<file path="src/sv/price_regime_classifier_top_defines.svh">
// ----------------------------------------------------------------------------
// price regime classifier assertion macros
// shared property forms for the block's concurrent checks
// ----------------------------------------------------------------------------
`ifndef PRICE_REGIME_CLASSIFIER_TOP_DEFINES_SVH
`define PRICE_REGIME_CLASSIFIER_TOP_DEFINES_SVH

// same-cycle implication
`define PRC_ASSERT_NOW(label, clk, rst, pre, post, msg) \
   label: assert property (@(posedge clk) disable iff (rst) (pre) |-> (post)) else $error(msg);

// next-cycle implication
`define PRC_ASSERT_NEXT(label, clk, rst, pre, post, msg) \
   label: assert property (@(posedge clk) disable iff (rst) (pre) |=> (post)) else $error(msg);

`endif

</file>
<file path="src/sv/prc_mul.sv">
// ----------------------------------------------------------------------------
// price regime classifier shift-add multiplier
// one multiplier bit per cycle, stops early when the multiplier runs out
// ----------------------------------------------------------------------------
`default_nettype none

module prc_mul #(
   parameter int A_W = 8,
   parameter int B_W = 8
) (
   input  wire logic               clock,
   input  wire logic               reset,
   input  wire logic               start,
   input  wire logic [A_W-1:0]     a,
   input  wire logic [B_W-1:0]     b,
   output logic [A_W+B_W-1:0]      prod,
   output logic                    done
);
   localparam int P_W = A_W + B_W;

   logic [P_W-1:0] acc_ff, acc_in;
   logic [P_W-1:0] a_ff, a_in;
   logic [B_W-1:0] b_ff, b_in;
   logic           busy_ff, busy_in;
   logic           done_ff, done_in;

   always_comb begin
      acc_in  = acc_ff;
      a_in    = a_ff;
      b_in    = b_ff;
      busy_in = busy_ff;
      done_in = 1'b0;
      if (start) begin
         acc_in  = '0;
         a_in    = P_W'(a);
         b_in    = b;
         busy_in = 1'b1;
      end else if (busy_ff) begin
         if (b_ff == '0) begin
            busy_in = 1'b0;
            done_in = 1'b1;
         end else begin
            if (b_ff[0]) begin
               acc_in = acc_ff + a_ff;
            end
            a_in = {a_ff[P_W-2:0], 1'b0};
            b_in = b_ff >> 1;
         end
      end
   end

   always_ff @(posedge clock) begin
      acc_ff <= acc_in;
      a_ff   <= a_in;
      b_ff   <= b_in;
      if (reset) begin
         busy_ff <= 1'b0;
         done_ff <= 1'b0;
      end else begin
         busy_ff <= busy_in;
         done_ff <= done_in;
      end
   end

   assign prod = acc_ff;
   assign done = done_ff;

endmodule

`default_nettype wire

</file>
<file path="config.mk">
export PLATFORM = sky130hd
export DESIGN_NAME = prc_mul
export DESIGN_NICKNAME = d
export VERILOG_FILES = /design/src/sv/price_regime_classifier_top_defines.svh /design/src/sv/prc_mul.sv
export SDC_FILE = /design/constraint.sdc
export NUM_CORES = 1
export LEC_CHECK = 0
export BUFFER_PORTS_ARGS = -buffer_cell sky130_fd_sc_hd__buf_2
export CAP_MARGIN = 40
export CORE_ASPECT_RATIO = 0.8
export CORE_MARGIN = 1
export CORE_UTILIZATION = 50
export CTS_BUF_LIST = sky130_fd_sc_hd__clkbuf_4 sky130_fd_sc_hd__clkbuf_8
export DETAILED_ROUTE_END_ITERATION = 16
export MAX_ROUTING_LAYER = met4
export PLACE_DENSITY = 0.8
export SLEW_MARGIN = 20
export SYNTH_ARGS = -nofsm -noshare
export SYNTH_HDL_FRONTEND = slang
export SYNTH_SLANG_ARGS = --single-unit
</file>
<file path="constraint.sdc">
create_clock -name clock -period 4.9 [get_ports clock]
set_clock_uncertainty 0.1 [all_clocks]
set_input_delay 0.245 -clock clock [delete_from_list [all_inputs] [get_ports clock]]
set_output_delay 0.245 -clock clock [all_outputs]
set_load 0.03 [all_outputs]
</file>
==> impl_metrics.json <==
{
  "status": "complete, no violations",
  "grt_usage_pct": 23.61,
  "critPathArrivalTime_ns": 2.49,
  "cts_tree": "yes",
  "drt_pass1_iterations": 4,
  "r2r_cells": 7,
  "avgSynthCellArea_um2": 9.979,
  "drt_iter0_drc": 118,
  "reg2reg_from": "a_ff[0]",
  "cp-endpoint": "prod[10]",
  "coreArea_um2": 4624,
  "holdBufCountCts": 0,
  "antenna_left": 0,
  "cts-root-buf": "clkbuf_8",
  "rsz0062_at_grt": "no",
  "endpoint_kind": "register",
  "multi_input_area_um2": 1355,
  "grt_pass1_wl_um": 8970,
  "fmax_mhz": 418.5,
  "fin_crit_sh_pct": 48.77,
  "path_class": "reg2reg",
  "power_density_nw_per_um2": 287.9,
  "fin_nets": 309,
  "vdd.ir_drop.worst_mv": 0.2247,
  "postCtsResizedCells": 0,
  "cp-start-kind": "register",
  "cts.sinks": 42,
  "drc": 0,
  "maxCapViolations": 0,
  "worst_slew_pin_slew_ns": 0.7424,
  "fin_tns_setup_ns": 0,
  "drive_gt1_share_pct": 22.55,
  "synth_seq_cells": 42,
  "clock_path_buffers": 2,
  "diodes": 0,
  "grt_antenna_before_repair": 0,
  "wirelength_um": 5390,
  "post-route-min-period_ns": 2.390,
  "worstSkewPairLatency_ns": 0.30,
  "p_leak_nw": 1.215,
  "cpPeakStageDelay_ns": 0.42,
  "register_area_um2": 1001,
  "slew_viol_final": 0,
  "io_buffers": 35,
  "synth_edf_count": 16,
  "gp_congestion": 0.9226,
  "crit_path_top_delay_cell": "fa_1",
  "clkTransAtPathRegs_ns": 0.09,
  "yosys.cell_types.count": 53,
  "yosysMostFrequentCell": "dfxtp_1",
  "vias": 1991,
  "finalHoldViolCount": 0,
  "synth_nets": 278,
  "postCtsSetupBuffers": 0,
  "rr_endpoint": "prod[10]",
  "htreeDepth": 2,
  "yosysSeqAreaShare_pct": 41.28,
  "r2r_slack_ns": 2.51,
  "wl_per_cell_um": 16.09,
  "slew_headroom_pct": 50.51,
  "hpwl_um": 3934,
  "startpoint": "a_ff[0]",
  "final.fill_count": 396,
  "finalSetupViolCount": 0,
  "netlist_instances": 243,
  "synth_area_um2": 2425,
  "die_y_um": 64.29,
  "synth.top_cells.by_count": "dfxtp_1, nand2_1, edfxtp_1, nor2_1",
  "crit_chain": "ha_1 > fa_1 > a211oi_1 > o21ai_1 > nand2_1 > o21ai_0 > a221o_1",
  "cts-buffers-inserted": 5,
  "die_w_um": 79.86,
  "synthArstFlopShare_pct": 0,
  "power_w": 0.0007784,
  "grt-ovfl-total": 0,
  "start_util_pct": 52.44,
  "rows": 22,
  "fin_util_pct": 58.47,
  "dpl.cell_count": 327,
  "hp-class": "in2reg",
  "grt_pass1_vias": 1884,
  "num_io_pins": 36,
  "yosysTopAreaCell": "dfxtp_1",
  "crit_fanout": 5,
  "worstPathRequired_ns": 5.00,
  "ys.flop_type": "dfxtp_1",
  "grt_start_max_net_pins": 40,
  "vias_per_cell": 5.943,
  "syn_to_final_growth_pct": 11.51,
  "synth.area.top_cells": "dfxtp_1, edfxtp_1, ha_1",
  "synth.top_cell.area_share_pct": 21.47,
  "die_area_um2": 5134,
  "fin_cells": 335,
  "yosys_warnings": 0
}
[per-stage QoR]
stage / instance area (um^2) / hold slack [ns] / worst slack (ns)
detailed placement: 2614 / 0.3285 / 2.511
global route: 2704 / 0.007872 / 2.320
floorplan: 2425 / 0.2141 / 2.594
finish: 2704 / 0.01763 / 2.510
global placement: 2614 / 0.3333 / 2.573
CTS: 2704 / 0.006303 / 2.506
[registers in the layout, indices dropped and copies added (netlist names)]
register / flops
done: 1
busy_ff: 1
prod: 16
b_ff: 8
a_ff: 16
[worst min-delay path by stage]
| stage | end | from | depth (start not counted) | slack, ns |
|---|---|---|---|---|
| 2_1_floorplan | busy_ff | reset | 1 | 0.21 |
| 3_3_place_gp | busy_ff | reset | 2 | 0.33 |
| 3_5_place_dp | busy_ff | reset | 2 | 0.33 |
| 4_1_cts | busy_ff | reset | 2 | 0.006 |
| 5_1_grt | busy_ff | reset | 2 | 0.008 |
| 6_report | busy_ff | reset | 2 | 0.02 |
[final cells by class]
cell class / instances / area share (%)
Timing Repair Buffer: 35 / 6.478
Multi-Input combinational cell: 188 / 50.12
Tap cell: 60 / 2.776
Clock inverter: 3 / 0.7867
Inverter: 2 / 0.2776
Sequential cell: 42 / 37.02
Clock buffer: 5 / 2.545
[per-layer routing]
metal / wire length [um] / up-vias / GRT usage [%] / part of all wire, %
met5: 0 / - / - / 0
met4: 47 / 0 / 5.357 / 0.87
met3: 254 / 8 / 5.429 / 4.7
met2: 2310 / 48 / 34.51 / 43
met1: 2777 / 936 / 33.10 / 52
li1: - / 999 / - / -
[placed cells by master (no fill, tap or decap), types with 7 or more instances in the layout]
cell type	netlist	layout
a21o_1	7	7
a21oi_1	15	15
buf_2	0	35
dfxtp_1	26	26
edfxtp_1	16	16
ha_1	15	15
mux2_2	14	14
mux2i_1	8	8
nand2_1	21	21
nand3_1	9	9
nor2_1	16	16
o21ai_0	15	15
[kinds of logic (layout without fill, tap and decap cells)]
family | after synthesis | count (layout) | share of synthesized area, %
xor gates and xnor gates | 3 | 3 | 1.084
DFF | 42 | 42 | 41.28
buffers and inverters | 13 | 45 | 2.838
and+or+nand+nor | 73 | 73 | 15.27
adders and majority gates | 16 | 16 | 8.566
muxes | 22 | 22 | 9.804
AOI/OAI and AO/OA | 74 | 74 | 21.16
[worst max-delay path, delay by kind of cell, from the launching register on]
family,cells,cell delay (ns)
fa+ha+maj,2,0.65
compound gates,4,0.98
simple gates,1,0.16
flops,1,0.39
[power by group]
group,internal (W),total (W),switching [W]
Sequential,0.000388,0.000405,0.0000162
Clock,0.000100,0.000232,0.000132
Combinational,0.0000563,0.000141,0.0000850
(Power assumes the default switching activity.)
