<file path="config.mk">
export PLATFORM = sky130hd
export DESIGN_NAME = prc_div
export DESIGN_NICKNAME = d
export VERILOG_FILES = /design/src/sv/price_regime_classifier_top_defines.svh /design/src/sv/prc_pkg.sv /design/src/sv/prc_div.sv
export SDC_FILE = /design/constraint.sdc
export NUM_CORES = 1
export LEC_CHECK = 0
export ABC_CLOCK_PERIOD_IN_PS = 3900
export BUFFER_PORTS_ARGS = -buffer_cell sky130_fd_sc_hd__buf_2
export CELL_PAD_IN_SITES_DETAIL_PLACEMENT = 2
export CELL_PAD_IN_SITES_GLOBAL_PLACEMENT = 2
export CORE_UTILIZATION = 34
export DETAILED_ROUTE_END_ITERATION = 8
export GPL_TIMING_DRIVEN = 0
export PLACE_DENSITY = 0.8
export REMOVE_ABC_BUFFERS = 1
export SLEW_MARGIN = 30
export SYNTH_ARGS = -nofsm -noshare
export SYNTH_HDL_FRONTEND = slang
export SYNTH_SLANG_ARGS = --single-unit
</file>
<file path="constraint.sdc">
create_clock -name clock -period 3.9 [get_ports clock]
set_input_delay 0.585 -clock clock [delete_from_list [all_inputs] [get_ports clock]]
set_output_delay 0.585 -clock clock [all_outputs]
set_load 0.05 [all_outputs]
</file>
<file path="src/sv/price_regime_classifier_top_defines.svh">
// ----------------------------------------------------------------------------
// price regime classifier assertion macros
// shared property forms for the block's concurrent checks
// ----------------------------------------------------------------------------
`ifndef PRICE_REGIME_CLASSIFIER_TOP_DEFINES_SVH
`define PRICE_REGIME_CLASSIFIER_TOP_DEFINES_SVH

// same-cycle implication
`define PRC_ASSERT_NOW(label, clk, rst, pre, post, msg) \
   label: assert property (@(posedge clk) disable iff (rst) (pre) |-> (post)) else $error(msg);

// next-cycle implication
`define PRC_ASSERT_NEXT(label, clk, rst, pre, post, msg) \
   label: assert property (@(posedge clk) disable iff (rst) (pre) |=> (post)) else $error(msg);

`endif

</file>
<file path="src/sv/prc_pkg.sv">
// ----------------------------------------------------------------------------
// price regime classifier package
// shared constants, codes and sequencer states
// ----------------------------------------------------------------------------
`default_nettype none

package prc_pkg;

   localparam int PRC_MAX_WINDOW = 64;
   localparam int PRC_PRICE_BITS = 24;
   localparam int PRC_SYM_W      = 16;
   localparam int PRC_WINREG_W   = 7;
   localparam int PRC_LIMIT_W    = 19;
   localparam int PRC_RATIO_W    = 20;
   localparam int PRC_FRAC_W     = 16;
   localparam int PRC_SQRT_PAD   = 32;
   localparam int PRC_CSR_IDX_W  = 3;
   localparam int PRC_CSR_DATA_W = 19;

   localparam int PRC_VWIN_RST = 20;
   localparam int PRC_TWIN_RST = 50;
   localparam int PRC_HI_RST   = 1311;
   localparam int PRC_LO_RST   = 655;
   localparam int PRC_TL_RST   = 655;

   // register indexes
   localparam logic [PRC_CSR_IDX_W-1:0] CSR_SYMBOL      = 3'd0;
   localparam logic [PRC_CSR_IDX_W-1:0] CSR_VOL_WINDOW  = 3'd1;
   localparam logic [PRC_CSR_IDX_W-1:0] CSR_TR_WINDOW   = 3'd2;
   localparam logic [PRC_CSR_IDX_W-1:0] CSR_HIGH_LIMIT  = 3'd3;
   localparam logic [PRC_CSR_IDX_W-1:0] CSR_LOW_LIMIT   = 3'd4;
   localparam logic [PRC_CSR_IDX_W-1:0] CSR_TREND_LIMIT = 3'd5;

   // class codes
   localparam logic [1:0] VOL_LOW    = 2'd0;
   localparam logic [1:0] VOL_NORMAL = 2'd1;
   localparam logic [1:0] VOL_HIGH   = 2'd2;
   localparam logic [1:0] TREND_SIDE = 2'd0;
   localparam logic [1:0] TREND_UP   = 2'd1;
   localparam logic [1:0] TREND_DOWN = 2'd2;

   typedef enum logic [4:0] {
      ST_IDLE,
      ST_RD_VOL,
      ST_SUB_VOL,
      ST_MUL_OLD,
      ST_ADD_NEW,
      ST_MUL_NEW,
      ST_VOL_CHK,
      ST_MUL_NQ,
      ST_MUL_SS,
      ST_SQRT,
      ST_DIV,
      ST_MUL_HI,
      ST_MUL_LO,
      ST_RD_TR,
      ST_TR_WAIT,
      ST_MUL_TR,
      ST_DONE
   } prc_state_type;

endpackage

`default_nettype wire

</file>
<file path="src/sv/prc_div.sv">
// ----------------------------------------------------------------------------
// price regime classifier ratio divider
// restoring divide to a saturated fixed-width quotient, one bit per cycle
// ----------------------------------------------------------------------------
`default_nettype none

module prc_div #(
   parameter int N_W = 48,
   parameter int S_W = 30
) (
   input  wire logic                             clock,
   input  wire logic                             reset,
   input  wire logic                             start,
   input  wire logic [N_W-1:0]                   dividend,
   input  wire logic [S_W-1:0]                   divisor,
   output logic [prc_pkg::PRC_RATIO_W-1:0]       quotient,
   output logic                                  done
);
   localparam int Q_W  = prc_pkg::PRC_RATIO_W;
   localparam int H_W  = N_W - Q_W;
   localparam int CW   = (H_W > S_W) ? H_W : S_W;
   localparam int C_W  = $clog2(Q_W + 1);
   localparam logic [Q_W-1:0] SAT = Q_W'(1) << (Q_W - 1);

   logic [S_W-1:0] rem_ff, rem_in;
   logic [S_W-1:0] dvs_ff, dvs_in;
   logic [Q_W-1:0] bits_ff, bits_in;
   logic [Q_W-1:0] q_ff, q_in;
   logic [C_W-1:0] cnt_ff, cnt_in;
   logic           busy_ff, busy_in;
   logic           done_ff, done_in;
   logic [S_W:0]   t;

   always_comb begin
      rem_in  = rem_ff;
      dvs_in  = dvs_ff;
      bits_in = bits_ff;
      q_in    = q_ff;
      cnt_in  = cnt_ff;
      busy_in = busy_ff;
      done_in = 1'b0;
      t       = {rem_ff, bits_ff[Q_W-1]};
      if (start) begin
         dvs_in = divisor;
         if (CW'(dividend[N_W-1:Q_W]) >= CW'(divisor)) begin
            // quotient beyond the field
            q_in    = SAT;
            done_in = 1'b1;
         end else begin
            rem_in  = S_W'(dividend[N_W-1:Q_W]);
            bits_in = dividend[Q_W-1:0];
            q_in    = '0;
            cnt_in  = C_W'(Q_W);
            busy_in = 1'b1;
         end
      end else if (busy_ff) begin
         bits_in = {bits_ff[Q_W-2:0], 1'b0};
         if (t >= {1'b0, dvs_ff}) begin
            rem_in = S_W'(t - {1'b0, dvs_ff});
            q_in   = {q_ff[Q_W-2:0], 1'b1};
         end else begin
            rem_in = S_W'(t);
            q_in   = {q_ff[Q_W-2:0], 1'b0};
         end
         cnt_in = cnt_ff - 1'b1;
         if (cnt_ff == C_W'(1)) begin
            busy_in = 1'b0;
            done_in = 1'b1;
         end
      end
   end

   always_ff @(posedge clock) begin
      rem_ff  <= rem_in;
      dvs_ff  <= dvs_in;
      bits_ff <= bits_in;
      q_ff    <= q_in;
      cnt_ff  <= cnt_in;
      if (reset) begin
         busy_ff <= 1'b0;
         done_ff <= 1'b0;
      end else begin
         busy_ff <= busy_in;
         done_ff <= done_in;
      end
   end

   assign quotient = (q_ff > SAT) ? SAT : q_ff;
   assign done     = done_ff;

endmodule

`default_nettype wire

</file>
==> results by group <==
Die
  • Die area: 21380 um^2
  • Die X: 146.2 um
  • Chip height: 146.2 um
  • Initial Utilization: 0.3483
  • Core Box Area: 20300 um^2
  • FP Rows: 52
  • Top Ports: 102

Yosys
  • Post-synth EDFFs: 105
  • Multiplexer area fraction after synthesis: 0.08830
  • Cell Area, Synth: 7071 um^2
  • Post-synthesis compound-gate area fraction: 0.1389
  • Synth warnings: 0
  • Synth Flop Type: edfxtp_1
  • Syn Inst Count: 645
  • Yosys reg bits: 107
  • Register area share after synthesis: 0.4516
  • Post-synth top area cell: edfxtp_1
  • Largest family of logic cells by synthesized area: compound AO/OA/AOI/OAI gates
  • Post-synth ARST share: 0
  • Synth area leaders: edfxtp_1 (45%), ha_1 (11%), mux2_2 (6.2%)
  • Syn_area_per_cell: 10.96 um^2
  • Simple-gate share of the synthesized area: 0.1290
  • Yosys cell types: 62
  • Synth Area in XOR/XNOR: 0.02849
  • Top-area cell type share of the netlist area: 0.4459
  • Adder-Cell Fraction of Synth Area: 0.1090

STA
  • Setup violators final: 0
  • Final Hold Viols: 0
  • RSZ-0062 raised after global routing: no
  • Fmax: 0.2725 GHz
  • Clk_skew: 9.936 ps
  • Slew HR: 0.5494
  • Tmin final: 3670 ps
  • Final period utilization: 0.9410
  • Slew of the pin with the lowest slew margin: 668.5 ps
  • Max-slew violations: 0

Clocking
  • Clk buf depth: 2
  • CTS sink cnt: 107
  • Worst skew pair latency: 360 ps
  • Clock tree root buffer cell: clkbuf_16
  • Clk slew on worst S/H paths: 80 ps
  • CTS tree: done
  • CTS Hold Bufs: 0
  • H-tree Lvls: 3
  • CTS buffer count: 9

Critical path
  • Delay-heaviest family, CP: compound AO/OA/AOI/OAI gates
  • Max incr delay on CP: 450 ps
  • Max stage delay cell, worst path: a2111oi_0
  • Worst EP required: 3950 ps
  • Worst Setup End Kind: flop
  • Critical path arrival: 3720 ps
  • CP most frequent cell: a21o_1
  • CP max FO: 34
  • CP bufs+invs: 2
  • WS Path Type: in -> reg
  • R2R depth: 12
  • Startpoint class of the critical path: primary input
  • Critical path depth in cells: 11
  • CP Cell Sequence: buf_2 -> ha_1 -> a21o_1 -> a21o_1 -> a221oi_2 -> o221ai_1 -> and3_1 -> a2111oi_0 -> or3b_2 -> and2_4 -> buf_12

Final layout
  • Fillers: 2169
  • Layout Nets: 879
  • Finished Cell Area: 8219 um^2
  • Commonest non-fill, non-tap cell in the layout: edfxtp_1
  • Ant. Diodes: 0
  • Layout cell share with drive strength beyond 1: 0.2358
  • Most frequent cells in the layout: edfxtp_1 (105), buf_2 (100), inv_1 (66)
  • Reg area: 3193 um^2
  • Final non-filler cell total: 1012
  • Area of the multi-input gates: 3515 um^2
  • P&R area growth vs syn: 16.24%

Global route
  • Largest net degree at the start of global routing: 69
  • GRT Overall Usage: 0.1810
  • First-pass GRT wire length: 30620 um
  • Grt ovf: 0
  • Vias in the first global route: 5929
  • Initial antenna violation count: 0

Routing
  • ANT nets after route: 0
  • Initial drt markers: 255
  • Vias per cell: 5.215
  • # DRC: 0
  • Routed wire length: 19130 um
  • Routed via count: 5278
  • Avg WL per Cell: 18.91 um
  • Drt pass-1 iters: 4

Worst hold path
  • HP Class: in -> reg
  • Worst hold path depth: 2

Place
  • Buffers on Ports: 101
  • Placed Instances: 995
  • Placed cell areas: 7866 um^2
  • RD Place Congestion: 0.7928
  • Final HPWL DP: 14600 um

Power
  • Static Leak: 3.578 nW
  • Pwr/cell area: 588.5 nW/um^2
  • Worst IR Drop VDD: 0.3333 mV

Status
  • Status: finished, final reports clean

Job
  • Maxcap violations: 0
what timing repair did:
action	in CTS	in global routing
endpoints found under the hold margin	0	0
setup endpoints to repair	8	34
gates resized for setup	0	1
setup buffers	1	0
pin swaps	1	0
cell type report:
cell class | count | share of cell area
multi-input combinational | 448 | 0.4276
tap | 270 | 0.04110
sequential | 107 | 0.3885
inverter | 66 | 0.03014
clock inverter | 7 | 0.01142
timing repair buffer | 105 | 0.07383
clock buffer | 9 | 0.02740
final timing paths:
kind                                   start          to  slack, ps
worst max-delay path            dividend[23]  rem_ff[11]        230
worst min register to register       busy_ff     busy_ff        500
worst min-delay path                   reset        done        390
worst max register to register   bits_ff[19]  rem_ff[28]        240
cell usage after synthesis, types with 8 or more instances:
cell type  number
nand4_1        13
nor2b_1        40
a21o_1         27
and3_1          8
nand2_1        25
ha_1           60
xor2_1         10
o21ai_0        24
inv_1          66
mux2_1         12
clkbuf_1        8
and2_1         14
a21oi_1        48
mux2_2         39
nand3_1        10
nor3_1          8
xnor2_1        13
edfxtp_1      105
nor2_1         13
sequential cells by signal, indices dropped and copies added, names as in the netlist:
name and flops:
q_ff 20, bits_ff 20, busy_ff 1, dvs_ff 30
rem_ff 30, cnt_ff 5, done 1
worst reg2reg max path, cell delays in order, from the launching register on:
cell and delay [ps]:
edfxtp_1 410, inv_1 100, ha_1 170, inv_1 60, fa_1 410, a21o_1 250, a2111oi_4 400, o21ai_1 260
o2111ai_2 360, a21oi_1 190, o211a_1 290, or3_1 300, a31o_1 220
logic make-up (layout without fill, tap and decap cells):
kind of cell | count (synthesis) | in the layout
simple gates | 160 | 160
compound gates | 148 | 148
buf+inv | 90 | 187
fa+ha+maj | 61 | 61
mux | 56 | 56
xor+xnor | 23 | 23
flops | 107 | 107
metal layers:
layer | vias up | GRT usage | routed length (um)
met3 | 14 | 0.02688 | 470
met4 | 0 | 0.05417 | 351
li1 | 2552 | - | -
met5 | - | 0 | 0
met1 | 2642 | 0.2156 | 8271
met2 | 70 | 0.3338 | 10040
through the flow:
step | setup slack, ps | total power [mW] | setup TNS (ps) | hold WS [ps] | utilization
after floorplan | -182.4 | 3.162 | -10030 | 429.0 | -
after global placement | -1868 | 3.617 | -110830 | 446.4 | 0.3830
after detailed placement | -385.8 | 3.814 | -15310 | 487.9 | 0.3875
after CTS | 8.057 | 4.877 | 0 | 378.4 | 0.4042
after global routing | 69.87 | 5.130 | 0 | 376.8 | 0.4049
final | 230.3 | 4.837 | 0 | 385.5 | 0.4049
where the power goes:
group	switching, mW	total (mW)	internal (mW)
clock	0.491	1.01	0.518
combinational	1.25	2.19	0.934
sequential	0.112	1.64	1.53
total	1.86	4.84	2.98
Note: power is estimated with default switching activity, not from simulation.
