**config.mk**
```make
export PLATFORM = sky130hd
export DESIGN_NAME = prc_sqrt
export DESIGN_NICKNAME = d
export VERILOG_FILES = /design/src/sv/price_regime_classifier_top_defines.svh /design/src/sv/prc_sqrt.sv
export SDC_FILE = /design/constraint.sdc
export NUM_CORES = 1
export LEC_CHECK = 0
export BUFFER_PORTS_ARGS = -buffer_cell sky130_fd_sc_hd__clkbuf_2
export CORE_MARGIN = 1.5
export CORE_UTILIZATION = 60
export CTS_CLUSTER_DIAMETER = 30
export CTS_CLUSTER_SIZE = 16
export DETAILED_ROUTE_END_ITERATION = 10
export PLACE_DENSITY_LB_ADDON = 0.25
export SYNTH_ARGS = -nofsm -noshare
export SYNTH_HDL_FRONTEND = slang
export SYNTH_SLANG_ARGS = --single-unit
```
**constraint.sdc**
```tcl
create_clock -name clock -period 5.69 [get_ports clock]
set_clock_uncertainty 0.15 [all_clocks]
set_input_delay 0.2845 -clock clock [delete_from_list [all_inputs] [get_ports clock]]
set_output_delay 0.2845 -clock clock [all_outputs]
set_load 0.05 [all_outputs]
```
**src/sv/price_regime_classifier_top_defines.svh**
```systemverilog
// ----------------------------------------------------------------------------
// price regime classifier assertion macros
// shared property forms for the block's concurrent checks
// ----------------------------------------------------------------------------
`ifndef PRICE_REGIME_CLASSIFIER_TOP_DEFINES_SVH
`define PRICE_REGIME_CLASSIFIER_TOP_DEFINES_SVH

// same-cycle implication
`define PRC_ASSERT_NOW(label, clk, rst, pre, post, msg) \
   label: assert property (@(posedge clk) disable iff (rst) (pre) |-> (post)) else $error(msg);

// next-cycle implication
`define PRC_ASSERT_NEXT(label, clk, rst, pre, post, msg) \
   label: assert property (@(posedge clk) disable iff (rst) (pre) |=> (post)) else $error(msg);

`endif

```
**src/sv/prc_sqrt.sv**
```systemverilog
// ----------------------------------------------------------------------------
// price regime classifier integer square root
// restoring square root, one root bit per cycle, flags a nonzero remainder
// ----------------------------------------------------------------------------
`default_nettype none

module prc_sqrt #(
   parameter int X_W = 96
) (
   input  wire logic             clock,
   input  wire logic             reset,
   input  wire logic             start,
   input  wire logic [X_W-1:0]   radicand,
   output logic [X_W/2-1:0]      root,
   output logic                  rem_nz,
   output logic                  done
);
   localparam int R_W = X_W / 2;
   localparam int C_W = $clog2(R_W + 1);

   logic [X_W-1:0] rad_ff, rad_in;
   logic [R_W:0]   rem_ff, rem_in;
   logic [R_W-1:0] root_ff, root_in;
   logic [C_W-1:0] cnt_ff, cnt_in;
   logic           busy_ff, busy_in;
   logic           done_ff, done_in;
   logic [R_W+1:0] rem_t;
   logic [R_W+1:0] trial;

   always_comb begin
      rad_in  = rad_ff;
      rem_in  = rem_ff;
      root_in = root_ff;
      cnt_in  = cnt_ff;
      busy_in = busy_ff;
      done_in = 1'b0;
      rem_t   = {rem_ff[R_W-1:0], rad_ff[X_W-1 -: 2]};
      trial   = {root_ff, 2'b01};
      if (start) begin
         rad_in  = radicand;
         rem_in  = '0;
         root_in = '0;
         cnt_in  = C_W'(R_W);
         busy_in = 1'b1;
      end else if (busy_ff) begin
         rad_in = {rad_ff[X_W-3:0], 2'b00};
         if (rem_t >= trial) begin
            rem_in  = (R_W+1)'(rem_t - trial);
            root_in = {root_ff[R_W-2:0], 1'b1};
         end else begin
            rem_in  = (R_W+1)'(rem_t);
            root_in = {root_ff[R_W-2:0], 1'b0};
         end
         cnt_in = cnt_ff - 1'b1;
         if (cnt_ff == C_W'(1)) begin
            busy_in = 1'b0;
            done_in = 1'b1;
         end
      end
   end

   always_ff @(posedge clock) begin
      rad_ff  <= rad_in;
      rem_ff  <= rem_in;
      root_ff <= root_in;
      cnt_ff  <= cnt_in;
      if (reset) begin
         busy_ff <= 1'b0;
         done_ff <= 1'b0;
      end else begin
         busy_ff <= busy_in;
         done_ff <= done_in;
      end
   end

   assign root   = root_ff;
   assign rem_nz = |rem_ff;
   assign done   = done_ff;

endmodule

`default_nettype wire

```
==> results.toml, run 1 <==
[yosys]
synth-main-ff-cell = "dfxtp_1"
synth_seq_cells = 201
synth_seq_area_share = 0.440
async_reset_ff_frac = 0
syn_avg_cell_area_sq_um = 10.1
synth.distinct_cells = 75
synth_warnings = 0
synth_nets = 1274
syn_area_sq_um = 11300
synth_edf_count = 96
syn_inst = 1123

[drt]
vias_per_cell = 5.99
drt_iter0_drc = 784
drc = 0
ant_nets = 0
routed_wl_um = 31800
drt_pass1_iterations = 5
wl_per_cell_um = 19.7
vias = 9666

[global_route]
grt_use_total = 0.323
grt_max_degree = 80
grt_overflow = 0
globalRouteMet3Util = 0.0609
grt_pass1_vias = 9609
grt_pass1_wl_um = 50700
met1_usage = 0.400
grtUsageMet2 = 0.555
antenna_found_initial = 0
busiest_layer = "met2"

[pwr]
peakVddDrop_v = 0.000313
leakagePower_nw = 5.89
power_density_nw_per_um2 = 450
p_total_w = 0.00654

[clock_tree]
htreeDepth = 2
root_buffer = "clkbuf_16"
cts_buffers = 39
clock_latency_ps = 530
cts.path.max_buffers = 3
cts.clk_slew.worst_paths_ps = 50
cts_sinks = 201
cts_tree = "done"

[min_path]
hp-class = "input pin to flip-flop"
hp-start = "start"

[final_layout]
diodes = 0
nets = 1500
area_growth_pct = 28.1
drive_above_1_share = 0.252

[placed_design]
place_hpwl_um = 17200
io_buffer_count = 148
place_congestion = 0.932

[floorplanning]
fp-row-count = 50
initial_core_util = 0.610
io_pins = 149
core_area_sq_um = 18600
die-height_um = 140
die_area_sq_um = 19700
dieWidth_um = 140

[timing]
min_period_over_period = 0.723
tightest_slew_ps = 1020
finalHoldViolCount = 0
tns_ps = 0
timing.fmax_mhz = 243
rsz0062_at_grt = "false"
setup_viol = 0
slew_violations = 0
layout_min_cycle_time_ps = 4110
slew_headroom = 0.323

[setup_path]
critPathLaunch = "root[9]$_SDFFE_PP0P_"
cp_max_fo = 42
worstReg2RegStart = "root[9]$_SDFFE_PP0P_"
endpoint_kind = "flip-flop"
cp.required_ps = 5890
cp.arrival_ps = 4310
critPathKind = "flip-flop to flip-flop"
worst_setup_path_start_kind = "flip-flop"

[run]
maxCapViolCount = 0

[run_status]
status = "finished clean"
==> routing by layer <==
layer / routed length (um) / share of wire
met1: 13000 / 0.41
met2: 15700 / 0.49
met3: 2090 / 0.066
met4: 1050 / 0.033
met5: 0 / 0
==> worst max-delay path, cell delays in order, from the launching register on <==
cell,delay [ps]
dfxtp_1,370
inv_1,60
ha_1,410
a21oi_1,190
o21ai_0,150
a31oi_1,360
o211ai_4,170
a211oi_4,350
o311a_4,230
o21a_2,660
buf_4,450
nor2_1,90
a21oi_1,170
a211oi_2,90
==> power breakdown <==
group / internal, W / switching, W / leakage (nW)
registers: 0.00169 / 0.000142 / 1.82
logic: 0.000935 / 0.00131 / 3.38
clock network: 0.00163 / 0.000834 / 0.681
==> cell usage after synthesis, types with 2 or more instances <==
master | n | area [sq um]
o21a_1 | 5 | 37.5
a211oi_1 | 35 | 263
a211oi_2 | 10 | 125
nor2_1 | 151 | 567
edfxtp_1 | 96 | 2880
and3_1 | 5 | 31.3
a21o_1 | 5 | 37.5
xor2_1 | 20 | 175
xnor2_1 | 29 | 254
mux2_2 | 96 | 1080
and4_1 | 4 | 35.0
and2_1 | 8 | 50.1
nor2b_1 | 7 | 43.8
inv_1 | 65 | 244
o31ai_1 | 3 | 22.5
dfxtp_1 | 105 | 2100
a211o_1 | 2 | 17.5
buf_1 | 10 | 37.5
mux2i_1 | 58 | 581
o21bai_1 | 9 | 67.6
a2111oi_2 | 2 | 30.0
clkbuf_1 | 33 | 124
a21oi_1 | 88 | 440
nand2b_1 | 10 | 62.6
nor4_2 | 2 | 25.0
nand2_1 | 39 | 146
nor3_1 | 10 | 50.1
o21ai_1 | 3 | 15.0
buf_2 | 18 | 90.1
a2111oi_0 | 2 | 17.5
o211ai_1 | 6 | 45.0
ha_1 | 52 | 651
buf_6 | 3 | 33.8
nand3_1 | 15 | 75.1
a221oi_1 | 4 | 35.0
nand4_1 | 17 | 106
o21ai_0 | 34 | 170
a31oi_1 | 10 | 62.6
nor3b_1 | 2 | 15.0
a21boi_0 | 2 | 15.0
nor4_1 | 14 | 87.6
==> state kept, by name (all words and copies together) (netlist names) <==
register / flops
rad_ff: 96
cnt_ff: 6
rem_ff: 49
busy_ff: 1
root: 48
done: 1
==> logic make-up after synthesis <==
family,count (synthesis),share of synthesized area
AOI/OAI and AO/OA,244,0.148
xor gates and xnor gates,49,0.0379
adders and majority gates,52,0.0574
buffers and inverters,131,0.0478
DFF,201,0.440
muxes,154,0.147
and+or+nand+nor,292,0.122
==> final timing paths <==
kind | to | slack, ps | depth (start not counted)
worst min register to register | rem_ff[48]$_SDFFE_PP0P_ | 370 | 2
worst min-delay path | root[1]$_SDFFE_PP0P_ | 120 | 2
worst max-delay path | rem_ff[24]$_SDFFE_PP0P_ | 1580 | 13
worst max register to register | rem_ff[24]$_SDFFE_PP0P_ | 1580 | 13
==> area by class of cell <==
type / count / area (sq um)
fill: 1102 / 4070
clock buffer: 50 / 1110
timing repair buffer: 251 / 1760
sequential: 201 / 4990
multi-input combinational: 791 / 5810
inverter: 65 / 244
tap: 234 / 293
clock inverter: 21 / 312
==> cell usage in the layout (no fill, tap or decap), types with 5 or more instances in the layout <==
master | netlist | routed
mux2i_1 | 58 | 58
a21o_1 | 5 | 5
o21a_1 | 5 | 5
nand2_1 | 39 | 39
a211oi_1 | 35 | 35
buf_4 | 1 | 6
a211oi_2 | 10 | 10
and2_1 | 8 | 8
clkinv_4 | 0 | 8
nor2b_1 | 7 | 7
nor4_1 | 14 | 14
mux2_2 | 96 | 96
clkbuf_16 | 0 | 41
nand2b_1 | 10 | 10
xnor2_1 | 29 | 29
clkbuf_8 | 0 | 5
and3_1 | 5 | 5
xor2_1 | 20 | 20
a21oi_1 | 88 | 88
dfxtp_1 | 105 | 104
nand4_1 | 17 | 17
bufinv_16 | 0 | 5
nand3_1 | 15 | 15
o21ai_0 | 34 | 34
ha_1 | 52 | 52
nor3_1 | 10 | 10
nor2_1 | 151 | 151
inv_1 | 65 | 65
o211ai_1 | 6 | 6
clkbuf_2 | 1 | 147
dlygate4sd3_1 | 0 | 97
edfxtp_1 | 96 | 96
o21bai_1 | 9 | 9
a31oi_1 | 10 | 10
==> metrics by stage <==
stage / setup slack, ps / std cells / util / cell area [sq um] / hold slack, ps
detailed placement: 1660 / 1445 / 0.652 / 12100 / 308
CTS: 1610 / 1613 / 0.781 / 14500 / 93.9
finish: 1580 / 1613 / 0.781 / 14500 / 123
global placement: 1750 / 1445 / 0.652 / 12100 / 302
global route: 1350 / 1613 / 0.781 / 14500 / 141
floorplan: 2110 / 1123 / - / 11300 / 207
==> what timing repair did <==
item,CTS,global route
hold endpoints to repair,98,0
resized for setup,0,0
buffers inserted,0,0
hold buffers,97,0
Power figures use the tool's default switching activity.
==> inputs of run 2 (changes only) <==
--- a/config.mk
+++ b/config.mk
@@ -5,9 +5,10 @@
 export SDC_FILE = /design/constraint.sdc
 export NUM_CORES = 1
 export LEC_CHECK = 0
+export ABC_AREA = 1
 export BUFFER_PORTS_ARGS = -buffer_cell sky130_fd_sc_hd__clkbuf_2
 export CORE_MARGIN = 1.5
-export CORE_UTILIZATION = 60
+export CORE_UTILIZATION = 54
 export CTS_CLUSTER_DIAMETER = 30
 export CTS_CLUSTER_SIZE = 16
 export DETAILED_ROUTE_END_ITERATION = 10
==> constraint.sdc (replaced) <==
create_clock -name clock -period 3.5 [get_ports clock]
set_clock_uncertainty 0.15 [all_clocks]
set_input_delay 0.175 -clock clock [delete_from_list [all_inputs] [get_ports clock]]
set_output_delay 0.175 -clock clock [all_outputs]
set_load 0.05 [all_outputs]
==> run 2 against run 1 <==
  * Maximum frequency increased by 45%
  * Clock power increased by 78%
  * Die area increased by 22%
  * Total power increased by 120%
  * Setup slack got worse by 920 ps
  * Critical path type unchanged
  * Critical endpoint is now rem_ff[39]$_SDFFE_PP0P_
  * Largest cell class unchanged
  * Largest power group is now combinational logic
==> results.toml, run 2 <==
[global_route]
grt_use_total = 0.357
grt_overflow = 0
grt_max_degree = 96
antenna_found_initial = 1
grt_pass1_vias = 13061
grt_pass1_wl_um = 67700

[placed_design]
post_dp_cell_area_sq_um = 13500
place_congestion = 1.00
post-place-ws_ps = 704
io_buffer_count = 148
place_hpwl_um = 25700

[yosys]
post-synth-top-count-cell = "nand2_1"
synthTopCellsByCount = "893 x nand2_1, 293 x inv_1, 105 x dfxtp_1"
synth-main-ff-cell = "dfxtp_1"
synth_seq_area_share = 0.399
syn_area_sq_um = 12500
async_reset_ff_frac = 0
synth.distinct_cells = 34
synth_warnings = 0
synth_top_area_cell = "nand2_1"
synthTopCellsByArea = "nand2_1 27%, edfxtp_1 23%, dfxtp_1 17%"
synth_edf_count = 96
syn_inst = 1893
synth_nets = 2044
netlist.area_leader.share = 0.268
synth_seq_cells = 201
syn_avg_cell_area_sq_um = 6.61

[run_status]
status = "finished clean"

[pwr]
p_switching_w = 0.00662
p_comb_frac = 0.497
clkPwrFrac = 0.299
leakagePower_nw = 8.56
p_total_w = 0.0146
p_int_w = 0.00795
peakVddDrop_v = 0.000750
switching_share = 0.454
power_density_nw_per_um2 = 906
sequentialPowerShare = 0.204

[floorplanning]
fp-row-count = 55
io_pins = 149
initial_core_util = 0.551
dieWidth_um = 155
die-height_um = 155
die_area_sq_um = 24100
core_area_sq_um = 22700

[min_path]
hp-class = "input pin to flip-flop"

[timing]
tns_ps = 0
finalHoldViolCount = 0
slew_violations = 0
slew_headroom = 0.309
tightest_slew_ps = 1040
setup_viol = 0
rsz0062_at_grt = "false"
layout_min_cycle_time_ps = 2840
timing.fmax_mhz = 352
min_period_over_period = 0.812
setup_slack_ps = 659

[final_layout]
final_common_cell = "nand2_1"
nets = 2294
multi_input_area_sq_um = 6180
drive_above_1_share = 0.118
layout_common_cells = "893 x nand2_1, 293 x inv_1, 147 x clkbuf_2"
fill_cells = 1786
largest_register = "rad_ff"
register_area_sq_um = 4980
largest_register_ffs = 96
area_growth_pct = 28.6
fin_area_sq_um = 16100

[setup_path]
cp_max_fo = 28
cpMaxStageDelayCell = "ha_1"
cp.required_ps = 3780
cpMostUsedCell = "nand2_1"
critPathTopFamily = "simple AND/OR/NAND/NOR gates"
endpoint_kind = "flip-flop"
critPathKind = "flip-flop to flip-flop"
cp.arrival_ps = 3120
crit_path_cell_trace = "inv_1 -> ha_1 -> nand2_1 -> inv_1 -> nand2_1 -> nor3_1 -> and3_1 -> nand2_1 -> nand3_2 -> buf_4 -> nand3_1 -> nand2_1 -> nand2_1"
worst_setup_path_start_kind = "flip-flop"
crit_buf_inv = 3
max_stage_delay_ps = 420

[clock_tree]
cts_sinks = 201
cts_tree = "done"
cts.clk_slew.worst_paths_ps = 50
cts.path.max_buffers = 3
post_cts_buffers = 0
root_buffer = "clkbuf_16"
htreeDepth = 2
clock_latency_ps = 540
cts_resized = 0
cts_buffers = 42

[drt]
vias = 13183
ant_nets = 0
drc = 0
drt_iter0_drc = 978
drt_pass1_iterations = 5
routed_wl_um = 41900
wl_per_cell_um = 17.0
vias_per_cell = 5.35

[run]
maxCapViolCount = 0
## run 2: cell types whose count changed after synthesis, moves of 15 or more
cell	previous run	this run
mux2_2	96	0
o21ai_0	34	8
nand2_1	39	893
buf_2	18	2
nor2_1	151	91
inv_1	65	293
nand3_1	15	74
a21oi_1	88	38
o22ai_1	1	48
xnor2_1	29	14
a211oi_1	35	0
nand4_1	17	57
mux2i_1	58	0
## run 2: final timing paths
kind,slack (ps),cells past startpoint,startpoint,end
hold reg to reg,310,2,rem_ff[48]$_SDFFE_PP0P_,rem_ff[48]$_SDFFE_PP0P_
hold / removal,240,3,reset,busy_ff$_SDFF_PP0_
setup / recovery,660,13,root[42]$_SDFFE_PP0P_,rem_ff[39]$_SDFFE_PP0P_
setup reg to reg,660,13,root[42]$_SDFFE_PP0P_,rem_ff[39]$_SDFFE_PP0P_
## run 2: kinds of logic (layout without fill, tap and decap cells)
logic type,after synthesis,in the layout,synth area share
flops,201,201,0.399
buf+inv,356,640,0.108
simple gates,1155,1155,0.375
other cells,0,1,0
xor+xnor,24,24,0.0168
compound gates,105,105,0.0491
fa+ha+maj,52,52,0.0520
## run 2: per-layer routing
layer  up-vias  global-route usage  routed length [um]
met1      5954               0.434               17100
met4         0               0.152                1670
met3       140              0.0646                3270
met2       658               0.621               19900
li1       6431                   -                   -
met5         -                   0                   0
## run 2: power by group through the flow
stage | Clock [W] | Sequential, W | Combinational, W
2_1_floorplan | 0 | 0.00294 | 0.00504
6_report | 0.00437 | 0.00297 | 0.00724
3_5_place_dp | 0 | 0.00297 | 0.00690
3_3_place_gp | 0 | 0.00297 | 0.00685
5_1_grt | 0.00451 | 0.00298 | 0.00813
4_1_cts | 0.00434 | 0.00294 | 0.00703
## run 2: worst reg2reg max path, cell delays in order, from the launching register on
cell,delay (ps)
dfxtp_1,340
inv_1,90
ha_1,420
nand2_1,150
inv_1,100
nand2_1,90
nor3_1,290
and3_1,210
nand2_1,100
nand3_2,100
buf_4,330
nand3_1,200
nand2_1,110
nand2_1,50
## run 2: through the flow
step / utilization / hold WS [ps] / std cells
final: 0.708 / 245 / 2463
after global routing: 0.708 / 268 / 2463
after CTS: 0.708 / 209 / 2462
after detailed placement: 0.596 / 213 / 2285
after global placement: 0.596 / 204 / 2285
after floorplan: - / 94.1 / 1893
## run 2: repair_timing
item | CTS | global route
endpoints found under the setup margin | 0 | 0
endpoints found under the hold margin | 101 | 0
hold buffers | 99 | 0
## run 2: layout make-up
| class | count | area share |
|---|---|---|
| Clock inverter | 27 | 0.0255 |
| Multi-Input combinational cell | 1336 | 0.384 |
| Timing Repair Buffer | 265 | 0.117 |
| Antenna cell | 1 | 0.000156 |
| Inverter | 297 | 0.0695 |
| Tap cell | 285 | 0.0222 |
| Sequential cell | 201 | 0.310 |
| Clock buffer | 51 | 0.0713 |
